==> config.mk <==
export PLATFORM = sky130hd
export DESIGN_NAME = sha1_hash_engine_flat
export DESIGN_NICKNAME = d
export VERILOG_FILES = /design/src/hdl/sha1_pkg.sv /design/src/hdl/sha1_if.sv /design/src/hdl/sha1_sched.sv /design/src/hdl/sha1_hash_engine.sv /design/src/flat_wrapper.sv
export VERILOG_INCLUDE_DIRS = /design/src /design/src/hdl
export SDC_FILE = /design/constraint.sdc
export NUM_CORES = 2
export LEC_CHECK = 0
export ABC_AREA = 1
export BUFFER_PORTS_ARGS = -buffer_cell sky130_fd_sc_hd__buf_4
export CAP_MARGIN = 10
export CORE_MARGIN = 1.5
export CORE_UTILIZATION = 45
export CTS_BUF_LIST = sky130_fd_sc_hd__clkbuf_16
export DETAILED_ROUTE_END_ITERATION = 12
export GPL_ROUTABILITY_DRIVEN = 0
export GPL_TIMING_DRIVEN = 0
export PLACE_DENSITY_LB_ADDON = 0.25
export RECOVER_POWER = 100
export SLEW_MARGIN = 20
export SYNTH_ARGS = -nofsm -noshare
export SYNTH_HDL_FRONTEND = slang
export SYNTH_SLANG_ARGS = --single-unit
==> constraint.sdc <==
create_clock -name clk -period 41.9 [get_ports clk]
set_input_delay 8.38 -clock clk [delete_from_list [all_inputs] [get_ports clk]]
set_output_delay 8.38 -clock clk [all_outputs]
set_load 0.02 [all_outputs]
==> src/hdl/sha1_hash_engine_assert.svh <==
// Assertion macros for the SHA-1 hash engine.
// Each macro takes a label, a clock, an active-low reset, a condition and a consequence.
`ifndef SHA1_HASH_ENGINE_ASSERT_SVH
`define SHA1_HASH_ENGINE_ASSERT_SVH

`ifndef SYNTH
`define SHA1_ASSERT_SAME(lbl, clk, rst_n, ante, cons) \
	lbl: assert property (@(posedge clk) disable iff (!rst_n) (ante) |-> (cons)) \
		else $error("SHA-1 engine assertion failed in the same cycle");
`define SHA1_ASSERT_NEXT(lbl, clk, rst_n, ante, cons) \
	lbl: assert property (@(posedge clk) disable iff (!rst_n) (ante) |=> (cons)) \
		else $error("SHA-1 engine assertion failed one cycle later");
`else
`define SHA1_ASSERT_SAME(lbl, clk, rst_n, ante, cons)
`define SHA1_ASSERT_NEXT(lbl, clk, rst_n, ante, cons)
`endif

`endif

==> src/hdl/sha1_pkg.sv <==
`default_nettype none

package sha1_pkg;

	localparam int unsigned ROUNDS = 80;

	localparam logic [31:0] H0_INIT = 32'h67452301;
	localparam logic [31:0] H1_INIT = 32'hEFCDAB89;
	localparam logic [31:0] H2_INIT = 32'h98BADCFE;
	localparam logic [31:0] H3_INIT = 32'h10325476;
	localparam logic [31:0] H4_INIT = 32'hC3D2E1F0;

	localparam logic [31:0] K0 = 32'h5A827999;
	localparam logic [31:0] K1 = 32'h6ED9EBA1;
	localparam logic [31:0] K2 = 32'h8F1BBCDC;
	localparam logic [31:0] K3 = 32'hCA62C1D6;

	localparam logic [7:0] PAD_MARK_BYTE = 8'h80;
	localparam logic [7:0] PAD_ZERO_BYTE = 8'h00;

	// Byte offsets inside a 64-byte block.
	localparam logic [5:0] FILL_LAST = 6'd63;
	localparam logic [5:0] FILL_LEN_START_M1 = 6'd55;

	localparam logic [2:0] LAST_WORD_IDX = 3'd4;

	typedef enum logic [2:0] {
		ST_IDLE,
		ST_PAD,
		ST_LOAD,
		ST_ROUND,
		ST_ADD,
		ST_DONE
	} state_t;

	typedef enum logic [2:0] {
		PAD_NONE,
		PAD_MARK,
		PAD_ZERO,
		PAD_LEN,
		PAD_DONE
	} pad_t;

	// Control from the sequencer to the schedule memory.
	typedef struct packed {
		logic       wr_en;
		logic [3:0] wr_addr;
		logic       rd_en;
		logic [3:0] rd_addr;
		logic       step;
		logic       from_mem;
	} sched_ctl_t;

	function automatic logic [31:0] rotl1(input logic [31:0] x);
		rotl1 = {x[30:0], x[31]};
	endfunction

	function automatic logic [31:0] rotl5(input logic [31:0] x);
		rotl5 = {x[26:0], x[31:27]};
	endfunction

	function automatic logic [31:0] rotl30(input logic [31:0] x);
		rotl30 = {x[1:0], x[31:2]};
	endfunction

	// Round function, chosen by the round number.
	function automatic logic [31:0] round_f(input logic [6:0] rnd, input logic [31:0] b,
		input logic [31:0] c, input logic [31:0] d);
		if (rnd < 7'd20) begin
			round_f = (b & c) | (~b & d);
		end else if (rnd < 7'd40) begin
			round_f = b ^ c ^ d;
		end else if (rnd < 7'd60) begin
			round_f = (b & c) | (b & d) | (c & d);
		end else begin
			round_f = b ^ c ^ d;
		end
	endfunction

	function automatic logic [31:0] round_k(input logic [6:0] rnd);
		if (rnd < 7'd20) begin
			round_k = K0;
		end else if (rnd < 7'd40) begin
			round_k = K1;
		end else if (rnd < 7'd60) begin
			round_k = K2;
		end else begin
			round_k = K3;
		end
	endfunction

endpackage

`default_nettype wire

==> src/hdl/sha1_if.sv <==
`default_nettype none

// Message channel: one byte word per handshake, with an end marker.
interface sha1_in_if;
	logic       valid;
	logic       ready;
	logic [7:0] data_byte;
	logic       byte_present;
	logic       end_of_message;

	modport source (output valid, output data_byte, output byte_present,
		output end_of_message, input ready);
	modport sink (input valid, input data_byte, input byte_present,
		input end_of_message, output ready);
endinterface

// Digest channel: one 32-bit digest word per handshake.
interface sha1_out_if;
	logic        valid;
	logic        ready;
	logic [31:0] digest_word;
	logic [2:0]  word_index;
	logic        final_word;

	modport source (output valid, output digest_word, output word_index,
		output final_word, input ready);
	modport sink (input valid, input digest_word, input word_index,
		input final_word, output ready);
endinterface

`default_nettype wire

==> src/hdl/sha1_sched.sv <==
`default_nettype none

// Block word memory and message schedule window.
// Rounds 0 to 15 take their word from the memory; later rounds derive it
// from the sixteen-word window of earlier schedule words.
module sha1_sched (
	input  wire logic                    clk,
	input  wire sha1_pkg::sched_ctl_t    ctl,
	input  wire logic [31:0]             wr_data,
	output logic [31:0]                  wt
);

	logic [31:0] mem [16];
	logic [31:0] rdata_q;
	logic [31:0] win_q [16];

	// Single write port, single registered read port.
	always_ff @(posedge clk) begin
		if (ctl.wr_en) begin
			mem[ctl.wr_addr] <= wr_data;
		end
		if (ctl.rd_en) begin
			rdata_q <= mem[ctl.rd_addr];
		end
	end

	// Schedule word for the current round.
	assign wt = ctl.from_mem ? rdata_q
		: sha1_pkg::rotl1(win_q[13] ^ win_q[8] ^ win_q[2] ^ win_q[0]);

	// The window holds the last sixteen schedule words, oldest at index 0.
	always_ff @(posedge clk) begin
		if (ctl.step) begin
			for (int i = 0; i < 15; i++) begin
				win_q[i] <= win_q[i + 1];
			end
			win_q[15] <= wt;
		end
	end

endmodule

`default_nettype wire

==> src/hdl/sha1_hash_engine.sv <==
`default_nettype none

// SHA-1 hash engine.
// The msg channel carries one word per handshake: a data byte with a present
// flag and an end-of-message flag. An end marker without a byte finishes the
// message with the bytes given so far, including the empty message.
// The dig channel returns the 160-bit digest as five words, H0 first, with
// word_index 0 to 4 and final_word set on the last one.
// Bytes are taken one per cycle while the engine is idle. Every 64th byte
// starts a compression: one memory read ahead, 80 rounds at one round per
// cycle, and an add into the chaining value; msg.ready is low meanwhile.
// Sustained throughput is set by the single round unit.
// After the end marker the padding and length bytes are generated at one per
// cycle (9 to 72 bytes) with one or two compressions, then the digest moves
// into an output buffer and the next message may start at once.
// If the receiver stalls, the buffer holds; a following digest waits in the
// engine, with msg.ready low, until the buffer has drained.
// Reset restores the initial chaining value and clears the length, the fill
// count and the output buffer's busy flag and word index.
module sha1_hash_engine (
	input  wire logic        clk,
	input  wire logic        arst_n,
	sha1_in_if.sink          msg,
	sha1_out_if.source       dig
);

	sha1_pkg::state_t     state_q, state_d;
	sha1_pkg::pad_t       pad_q;
	sha1_pkg::sched_ctl_t sctl;

	logic [31:0] chain_q [5];
	logic [31:0] work_q  [5];
	logic [63:0] msg_bits_q;
	logic [5:0]  fill_q;
	logic [23:0] word_q;
	logic [6:0]  round_q;

	logic [31:0] dig_q [5];
	logic [2:0]  out_idx_q;
	logic        out_busy_q;

	logic        accept;
	logic        put_en;
	logic [7:0]  put_byte;
	logic [63:0] len_shift;
	logic [31:0] wt;
	logic [31:0] t_sum;
	logic        out_take;
	logic        block_full;

	assign accept     = msg.valid && msg.ready;
	assign out_take   = dig.valid && dig.ready;
	assign block_full = (fill_q == sha1_pkg::FILL_LAST);

	// Length byte for the current offset: offset 56 carries the top byte.
	assign len_shift = msg_bits_q >> {~fill_q[2:0], 3'b000};

	// Next state.
	always_comb begin
		state_d = state_q;
		unique case (state_q)
			sha1_pkg::ST_IDLE: begin
				if (accept) begin
					if (msg.byte_present && block_full) begin
						state_d = sha1_pkg::ST_LOAD;
					end else if (msg.end_of_message) begin
						state_d = sha1_pkg::ST_PAD;
					end
				end
			end
			sha1_pkg::ST_PAD: begin
				if (block_full) begin
					state_d = sha1_pkg::ST_LOAD;
				end
			end
			sha1_pkg::ST_LOAD: begin
				state_d = sha1_pkg::ST_ROUND;
			end
			sha1_pkg::ST_ROUND: begin
				if (round_q == 7'(sha1_pkg::ROUNDS - 1)) begin
					state_d = sha1_pkg::ST_ADD;
				end
			end
			sha1_pkg::ST_ADD: begin
				if (pad_q == sha1_pkg::PAD_DONE) begin
					state_d = sha1_pkg::ST_DONE;
				end else if (pad_q == sha1_pkg::PAD_NONE) begin
					state_d = sha1_pkg::ST_IDLE;
				end else begin
					state_d = sha1_pkg::ST_PAD;
				end
			end
			sha1_pkg::ST_DONE: begin
				if (!out_busy_q) begin
					state_d = sha1_pkg::ST_IDLE;
				end
			end
			default: begin
				state_d = sha1_pkg::ST_IDLE;
			end
		endcase
	end

	// Outputs of the sequencer: handshake, byte source and memory control.
	always_comb begin
		msg.ready     = 1'b0;
		put_en        = 1'b0;
		put_byte      = msg.data_byte;
		sctl          = '0;
		sctl.from_mem = (round_q[6:4] == 3'd0);
		unique case (state_q)
			sha1_pkg::ST_IDLE: begin
				msg.ready = 1'b1;
				put_en    = accept && msg.byte_present;
			end
			sha1_pkg::ST_PAD: begin
				put_en = 1'b1;
				unique case (pad_q)
					sha1_pkg::PAD_MARK: put_byte = sha1_pkg::PAD_MARK_BYTE;
					sha1_pkg::PAD_LEN:  put_byte = len_shift[7:0];
					default:            put_byte = sha1_pkg::PAD_ZERO_BYTE;
				endcase
			end
			sha1_pkg::ST_LOAD: begin
				sctl.rd_en   = 1'b1;
				sctl.rd_addr = 4'd0;
			end
			sha1_pkg::ST_ROUND: begin
				sctl.rd_en   = 1'b1;
				sctl.rd_addr = round_q[3:0] + 4'd1;
				sctl.step    = 1'b1;
			end
			default: begin
			end
		endcase
		sctl.wr_en   = put_en && (fill_q[1:0] == 2'd3);
		sctl.wr_addr = fill_q[5:2];
	end

	sha1_sched u_sched (
		.clk     (clk),
		.ctl     (sctl),
		.wr_data ({word_q, put_byte}),
		.wt      (wt)
	);

	// One compression round.
	assign t_sum = sha1_pkg::rotl5(work_q[0])
		+ sha1_pkg::round_f(round_q, work_q[1], work_q[2], work_q[3])
		+ work_q[4] + sha1_pkg::round_k(round_q) + wt;

	// Sequencer state, fill count, length and chaining value.
	always_ff @(posedge clk or negedge arst_n) begin
		if (!arst_n) begin
			state_q    <= sha1_pkg::ST_IDLE;
			pad_q      <= sha1_pkg::PAD_NONE;
			fill_q     <= '0;
			msg_bits_q <= '0;
			round_q    <= '0;
			chain_q[0] <= sha1_pkg::H0_INIT;
			chain_q[1] <= sha1_pkg::H1_INIT;
			chain_q[2] <= sha1_pkg::H2_INIT;
			chain_q[3] <= sha1_pkg::H3_INIT;
			chain_q[4] <= sha1_pkg::H4_INIT;
		end else begin
			state_q <= state_d;

			if (put_en) begin
				fill_q <= fill_q + 6'd1;
			end

			if (accept && msg.byte_present) begin
				msg_bits_q <= msg_bits_q + 64'd8;
			end

			// Padding phases advance with each generated byte.
			if (accept && msg.end_of_message) begin
				pad_q <= sha1_pkg::PAD_MARK;
			end else if (state_q == sha1_pkg::ST_PAD) begin
				unique case (pad_q)
					sha1_pkg::PAD_MARK: begin
						pad_q <= (fill_q == sha1_pkg::FILL_LEN_START_M1)
							? sha1_pkg::PAD_LEN : sha1_pkg::PAD_ZERO;
					end
					sha1_pkg::PAD_ZERO: begin
						if (fill_q == sha1_pkg::FILL_LEN_START_M1) begin
							pad_q <= sha1_pkg::PAD_LEN;
						end
					end
					sha1_pkg::PAD_LEN: begin
						if (block_full) begin
							pad_q <= sha1_pkg::PAD_DONE;
						end
					end
					default: begin
					end
				endcase
			end

			if (state_q == sha1_pkg::ST_ROUND) begin
				round_q <= round_q + 7'd1;
			end else begin
				round_q <= '0;
			end

			if (state_q == sha1_pkg::ST_ADD) begin
				for (int i = 0; i < 5; i++) begin
					chain_q[i] <= chain_q[i] + work_q[i];
				end
			end

			// Hand the digest to the output buffer and start a new message.
			if (state_q == sha1_pkg::ST_DONE && !out_busy_q) begin
				pad_q      <= sha1_pkg::PAD_NONE;
				msg_bits_q <= '0;
				chain_q[0] <= sha1_pkg::H0_INIT;
				chain_q[1] <= sha1_pkg::H1_INIT;
				chain_q[2] <= sha1_pkg::H2_INIT;
				chain_q[3] <= sha1_pkg::H3_INIT;
				chain_q[4] <= sha1_pkg::H4_INIT;
			end
		end
	end

	// Byte assembly and working variables.
	always_ff @(posedge clk) begin
		if (put_en) begin
			word_q <= {word_q[15:0], put_byte};
		end
		if (state_q == sha1_pkg::ST_LOAD) begin
			for (int i = 0; i < 5; i++) begin
				work_q[i] <= chain_q[i];
			end
		end else if (state_q == sha1_pkg::ST_ROUND) begin
			work_q[0] <= t_sum;
			work_q[1] <= work_q[0];
			work_q[2] <= sha1_pkg::rotl30(work_q[1]);
			work_q[3] <= work_q[2];
			work_q[4] <= work_q[3];
		end
	end

	// Output buffer control.
	always_ff @(posedge clk or negedge arst_n) begin
		if (!arst_n) begin
			out_busy_q <= 1'b0;
			out_idx_q  <= '0;
		end else begin
			if (state_q == sha1_pkg::ST_DONE && !out_busy_q) begin
				out_busy_q <= 1'b1;
				out_idx_q  <= '0;
			end else if (out_take) begin
				if (out_idx_q == sha1_pkg::LAST_WORD_IDX) begin
					out_busy_q <= 1'b0;
					out_idx_q  <= '0;
				end else begin
					out_idx_q <= out_idx_q + 3'd1;
				end
			end
		end
	end

	// Output buffer data.
	always_ff @(posedge clk) begin
		if (state_q == sha1_pkg::ST_DONE && !out_busy_q) begin
			for (int i = 0; i < 5; i++) begin
				dig_q[i] <= chain_q[i];
			end
		end
	end

	assign dig.valid       = out_busy_q;
	assign dig.digest_word = dig_q[out_idx_q];
	assign dig.word_index  = out_idx_q;
	assign dig.final_word  = (out_idx_q == sha1_pkg::LAST_WORD_IDX);

	`include "sha1_hash_engine_assert.svh"

	`SHA1_ASSERT_SAME(a_round_range, clk, arst_n, state_q == sha1_pkg::ST_ROUND, round_q < 7'(sha1_pkg::ROUNDS))
	`SHA1_ASSERT_SAME(a_out_index, clk, arst_n, dig.valid, out_idx_q <= sha1_pkg::LAST_WORD_IDX)
	`SHA1_ASSERT_NEXT(a_end_leaves_idle, clk, arst_n, accept && msg.end_of_message, state_q != sha1_pkg::ST_IDLE)
	`SHA1_ASSERT_NEXT(a_final_drains, clk, arst_n, out_take && dig.final_word, !out_busy_q)

endmodule

`default_nettype wire
==> src/flat_wrapper.sv <==
// flat-port wrapper written by rule: the top's interface ports become plain ports
module sha1_hash_engine_flat 
  (clk, arst_n, msg_valid, msg_data_byte, msg_byte_present, msg_end_of_message, msg_ready, dig_valid, dig_digest_word, dig_word_index, dig_final_word, dig_ready);
  sha1_in_if msg_i ();
  sha1_out_if dig_i ();
  input  wire logic clk;
  input  wire logic arst_n;
  input wire logic [$bits(msg_i.valid)-1:0] msg_valid;
  input wire logic [$bits(msg_i.data_byte)-1:0] msg_data_byte;
  input wire logic [$bits(msg_i.byte_present)-1:0] msg_byte_present;
  input wire logic [$bits(msg_i.end_of_message)-1:0] msg_end_of_message;
  output wire logic [$bits(msg_i.ready)-1:0] msg_ready;
  output wire logic [$bits(dig_i.valid)-1:0] dig_valid;
  output wire logic [$bits(dig_i.digest_word)-1:0] dig_digest_word;
  output wire logic [$bits(dig_i.word_index)-1:0] dig_word_index;
  output wire logic [$bits(dig_i.final_word)-1:0] dig_final_word;
  input wire logic [$bits(dig_i.ready)-1:0] dig_ready;
  assign msg_i.valid = msg_valid;
  assign msg_i.data_byte = msg_data_byte;
  assign msg_i.byte_present = msg_byte_present;
  assign msg_i.end_of_message = msg_end_of_message;
  assign msg_ready = msg_i.ready;
  assign dig_valid = dig_i.valid;
  assign dig_digest_word = dig_i.digest_word;
  assign dig_word_index = dig_i.word_index;
  assign dig_final_word = dig_i.final_word;
  assign dig_i.ready = dig_ready;
  sha1_hash_engine u_core (.clk(clk), .arst_n(arst_n), .msg(msg_i), .dig(dig_i));
endmodule
==> results.md <==
- Gr usage total: 29.0%
- Sequential share of the synthesized area: 61.9%
- CTS Buf Count: 168
- Total number of vias: 59,200
- Combinational family with the most area after synthesis: simple AND/OR/NAND/NOR gates
- Post-CTS setup buffer count: 0
- Iteration count of the initial detailed-routing pass: 9
- Cell at the slowest stage of the critical path: sky130_fd_sc_hd__clkbuf_1
- Std-Cell Rows: 152
- Result of the run: finished with violations
- Area grow syn2layout: 11.5%
- Worst-case setup margin in the final layout: 25.79 ns
- Final Hold Fails: 0
- Sum of routed wire length over all layers: 258,000 um
- End point of the most critical hold path: u_core.u_sched.win_q[0][129]
- Net total in the final layout: 7,924
- Vias in the first global route: 54,600
- Top-level port count: 52
- Number of input and output port buffers inserted: 51
- FMAX: 62.1 MHz
- Startpoint type of the worst setup path: primary input
- Placed insts: 9,726
- Detailed Place HPWL: 191,000 um
- Most used standard cell by instance count after synthesis: sky130_fd_sc_hd__edfxtp_1
- Prevailing post-synth register cell: sky130_fd_sc_hd__edfxtp_1
- Setup clock skew after layout: 0.0693 ns
- Worst slew margin: -247%
- Die X: 419 um
- Post-layout minimum cycle time: 16.11 ns
- Master cell of the clock root buffer: sky130_fd_sc_hd__clkbuf_16
- Die footprint: 176,000 um2
- Transition time of the tightest slew-check pin: 5.20 ns
- WP data required: 41.55 ns
- Max FO, Critical Path: 84
- Start point of the worst hold path: u_core.u_sched.win_q[0][161]
- Synthesized-area fraction occupied by adder cells: 6.35%
- Critical path endpoint category: async pin
- Remaining global-route overflow: 0
- Start-to-end type of the worst setup path: in2async
- Height of the die: 419 um
- Number of buffers between clock root and the deepest sink: 3
- Setup repair after global routing missed its margin: false
- Cell depth of the worst min-delay path: 0
- Launch point of the worst reg-to-reg path: u_core.state_q[0]
- Quantity of gates resized following cts: 0
- Mean routed wirelength per cell: 25.7 um
- Final cell count without fillers: 10,000
- EDFF count, synth: 1,400
- Cell Chain, Critical Path: clkbuf_1 -> clkbuf_1
- Biggest area contributors in the synthesized netlist: sky130_fd_sc_hd__edfxtp_1 54%, sky130_fd_sc_hd__nand2_1 6.2%, sky130_fd_sc_hd__dfrtp_1 5.3%
- Hold crit path type: reg2reg
- Violations in the final reports: max-capacitance violations, max-slew violations
- Slowest cell delay on critical path: 3.85 ns
- Clock transition time at the flip-flop clock pins of the worst setup and hold paths: 0.06 ns
- Largest net degree at the start of global routing: 85
- Max-cap violations: 35
- Async set-or-reset flop fraction in the synthesized netlist: 14.8%
- Final std cell area, no fill: 86,900 um2
- Count of pins over their slew limit: 1,271
- End of the worst register-to-register path: u_core.u_sched.win_q[1][15]
- # hold bufs at CTS: 0
- Initial core utilization: 45.3%
- Syn Inst Count: 7,310
- CTS sink cnt: 1,644
- Cell class contributing the biggest share of worst-path delay: buffers and inverters
- First DRT Iteration DRCs: 8,963
- Yosys warning total: 0
- Xor and xnor area share after synthesis: 1.71%
- Worst setup slack before clock tree synthesis: 30.36 ns
- Mux share of post-synthesis cell area: 0%
- Most used standard cells in the synthesized netlist: 1,400 x sky130_fd_sc_hd__edfxtp_1, 1,286 x sky130_fd_sc_hd__nand2_1, 814 x sky130_fd_sc_hd__nor2_1
- Count of different cell masters after synthesis: 52
- Vias/cell: 5.89
- Post-synthesis cell type with the largest combined area: sky130_fd_sc_hd__edfxtp_1
- Most used cell along the critical path: sky130_fd_sc_hd__clkbuf_1
- Flops & latches, synth: 1,644
- Cell area after synthesis: 78,000 um2
- Final-report setup violation count: 0
- Clock tree from TritonCTS: built
- Post-Synthesis Net Count: 7,647
- Depth of the worst register-to-register path: 9
- ANT nets after route: 0
- Buffers plus inverters on the worst setup path: 2
- Share of post-route cells with drive strength above 1: 4.09%
- Share of the clock period used by the worst path after layout: 38.4%
- Area share of the leading cell type in the synthesized netlist: 53.9%
- Simple-gate area share of the yosys netlist: 14.1%
- Worst setup slack for register-to-register paths: 29.24 ns
- Number of antenna violations at the first check in global routing: 14
- Dpl cell area: 82,600 um2
- Total Negative Setup Slacks: 0 ns
- Compound-gate portion of the synthesized area: 11.1%
- Later-pin clock latency in the skew report: 0.83 ns
- Avg Cell Area, Syn: 10.7 um2
- Core box area: 172,000 um2
- Wire length of the first global-routing pass: 370,000 um
- # H-tree levels: 4
- Remaining design rule violation count: 0
- Crit path DAT: 15.76 ns
==> cell families after synthesis <==
| group | Yosys count |
|---|---|
| xor+xnor | 152 |
| buf+inv | 991 |
| fa+ha+maj | 323 |
| compound gates | 1538 |
| simple gates | 2662 |
| flops | 1644 |
==> cell type report <==
cell class	instances	area, um2
fill	15500	85000
sequential	1644	48200
multi-input combinational	4675	25800
clock buffer	171	4280
tap	2310	2890
inverter	750	2820
clock inverter	146	1400
buffer	241	976
timing repair buffer	107	439
antenna	3	7.51
==> sequential cells by signal (all words and copies together), names as in the netlist, 6 cells and up <==
signal                  count
u_core.word_q              24
u_core.chain_q            160
u_core.u_sched.mem        512
u_core.dig_q              160
u_core.msg_bits_q          61
u_core.u_sched.win_q      512
u_core.u_sched.rdata_q     32
u_core.round_q              7
u_core.work_q             160
u_core.fill_q               6
==> layout by cell type, fill, tap and decap left out, types with 25 or more instances in the layout <==
master                      count
sky130_fd_sc_hd__ha_1         202
sky130_fd_sc_hd__xor2_1        44
sky130_fd_sc_hd__o21bai_1      28
sky130_fd_sc_hd__nor3_1        66
sky130_fd_sc_hd__nand4_1       88
sky130_fd_sc_hd__dfstp_1       80
sky130_fd_sc_hd__o22ai_1       86
sky130_fd_sc_hd__inv_1        780
sky130_fd_sc_hd__clkbuf_1     296
sky130_fd_sc_hd__dfrtp_1      164
sky130_fd_sc_hd__buf_2         27
sky130_fd_sc_hd__nand3_1      332
sky130_fd_sc_hd__clkinv_1      37
sky130_fd_sc_hd__a31oi_1       43
sky130_fd_sc_hd__nand2_1     1286
sky130_fd_sc_hd__o221ai_1      98
sky130_fd_sc_hd__nor2_1       823
sky130_fd_sc_hd__edfxtp_1    1400
sky130_fd_sc_hd__o21ai_1       35
sky130_fd_sc_hd__a21oi_1      353
sky130_fd_sc_hd__o21ai_0      762
sky130_fd_sc_hd__xnor2_1      108
sky130_fd_sc_hd__clkbuf_16    171
sky130_fd_sc_hd__fa_1         121
sky130_fd_sc_hd__o21a_1        25
sky130_fd_sc_hd__o211ai_1      37
==> how the worst max path moves through the flow <==
| stage | startpoint | to | slack [ns] | cells past startpoint |
|---|---|---|---|---|
| finish | arst_n | u_core.chain_q[80] | 25.79 | 2 |
| global route | arst_n | u_core.chain_q[82] | 24.48 | 2 |
| CTS | u_core.dig.word_index[1] | dig_digest_word[20] | 29.47 | 7 |
| detailed placement | u_core.dig.word_index[1] | dig_digest_word[20] | 30.36 | 7 |
| global placement | u_core.state_q[0] | u_core.work_q[0][155] | 17.69 | 6 |
| floorplan | u_core.state_q[2] | u_core.u_sched.win_q[0][0] | 25.90 | 4 |
==> routing by layer <==
metal	part of all wire, %	vias up	GRT usage [%]
li1	-	26100	-
met1	39	28500	39.8
met2	42	3839	42.0
met3	13	823	7.92
met4	6.1	20	15.2
met5	0.045	-	0
==> through the flow <==
stage | util, % | hold slack (ns)
detailed placement | 48.0 | 0.405
finish | 50.5 | 0.398
CTS | 51.3 | 0.396
floorplan | - | 0.400
global placement | 47.3 | 0.400
global route | 50.5 | 0.407
Power is not shown: default switching activity piles up to over one toggle a cycle in this logic, so the estimate is an artifact.
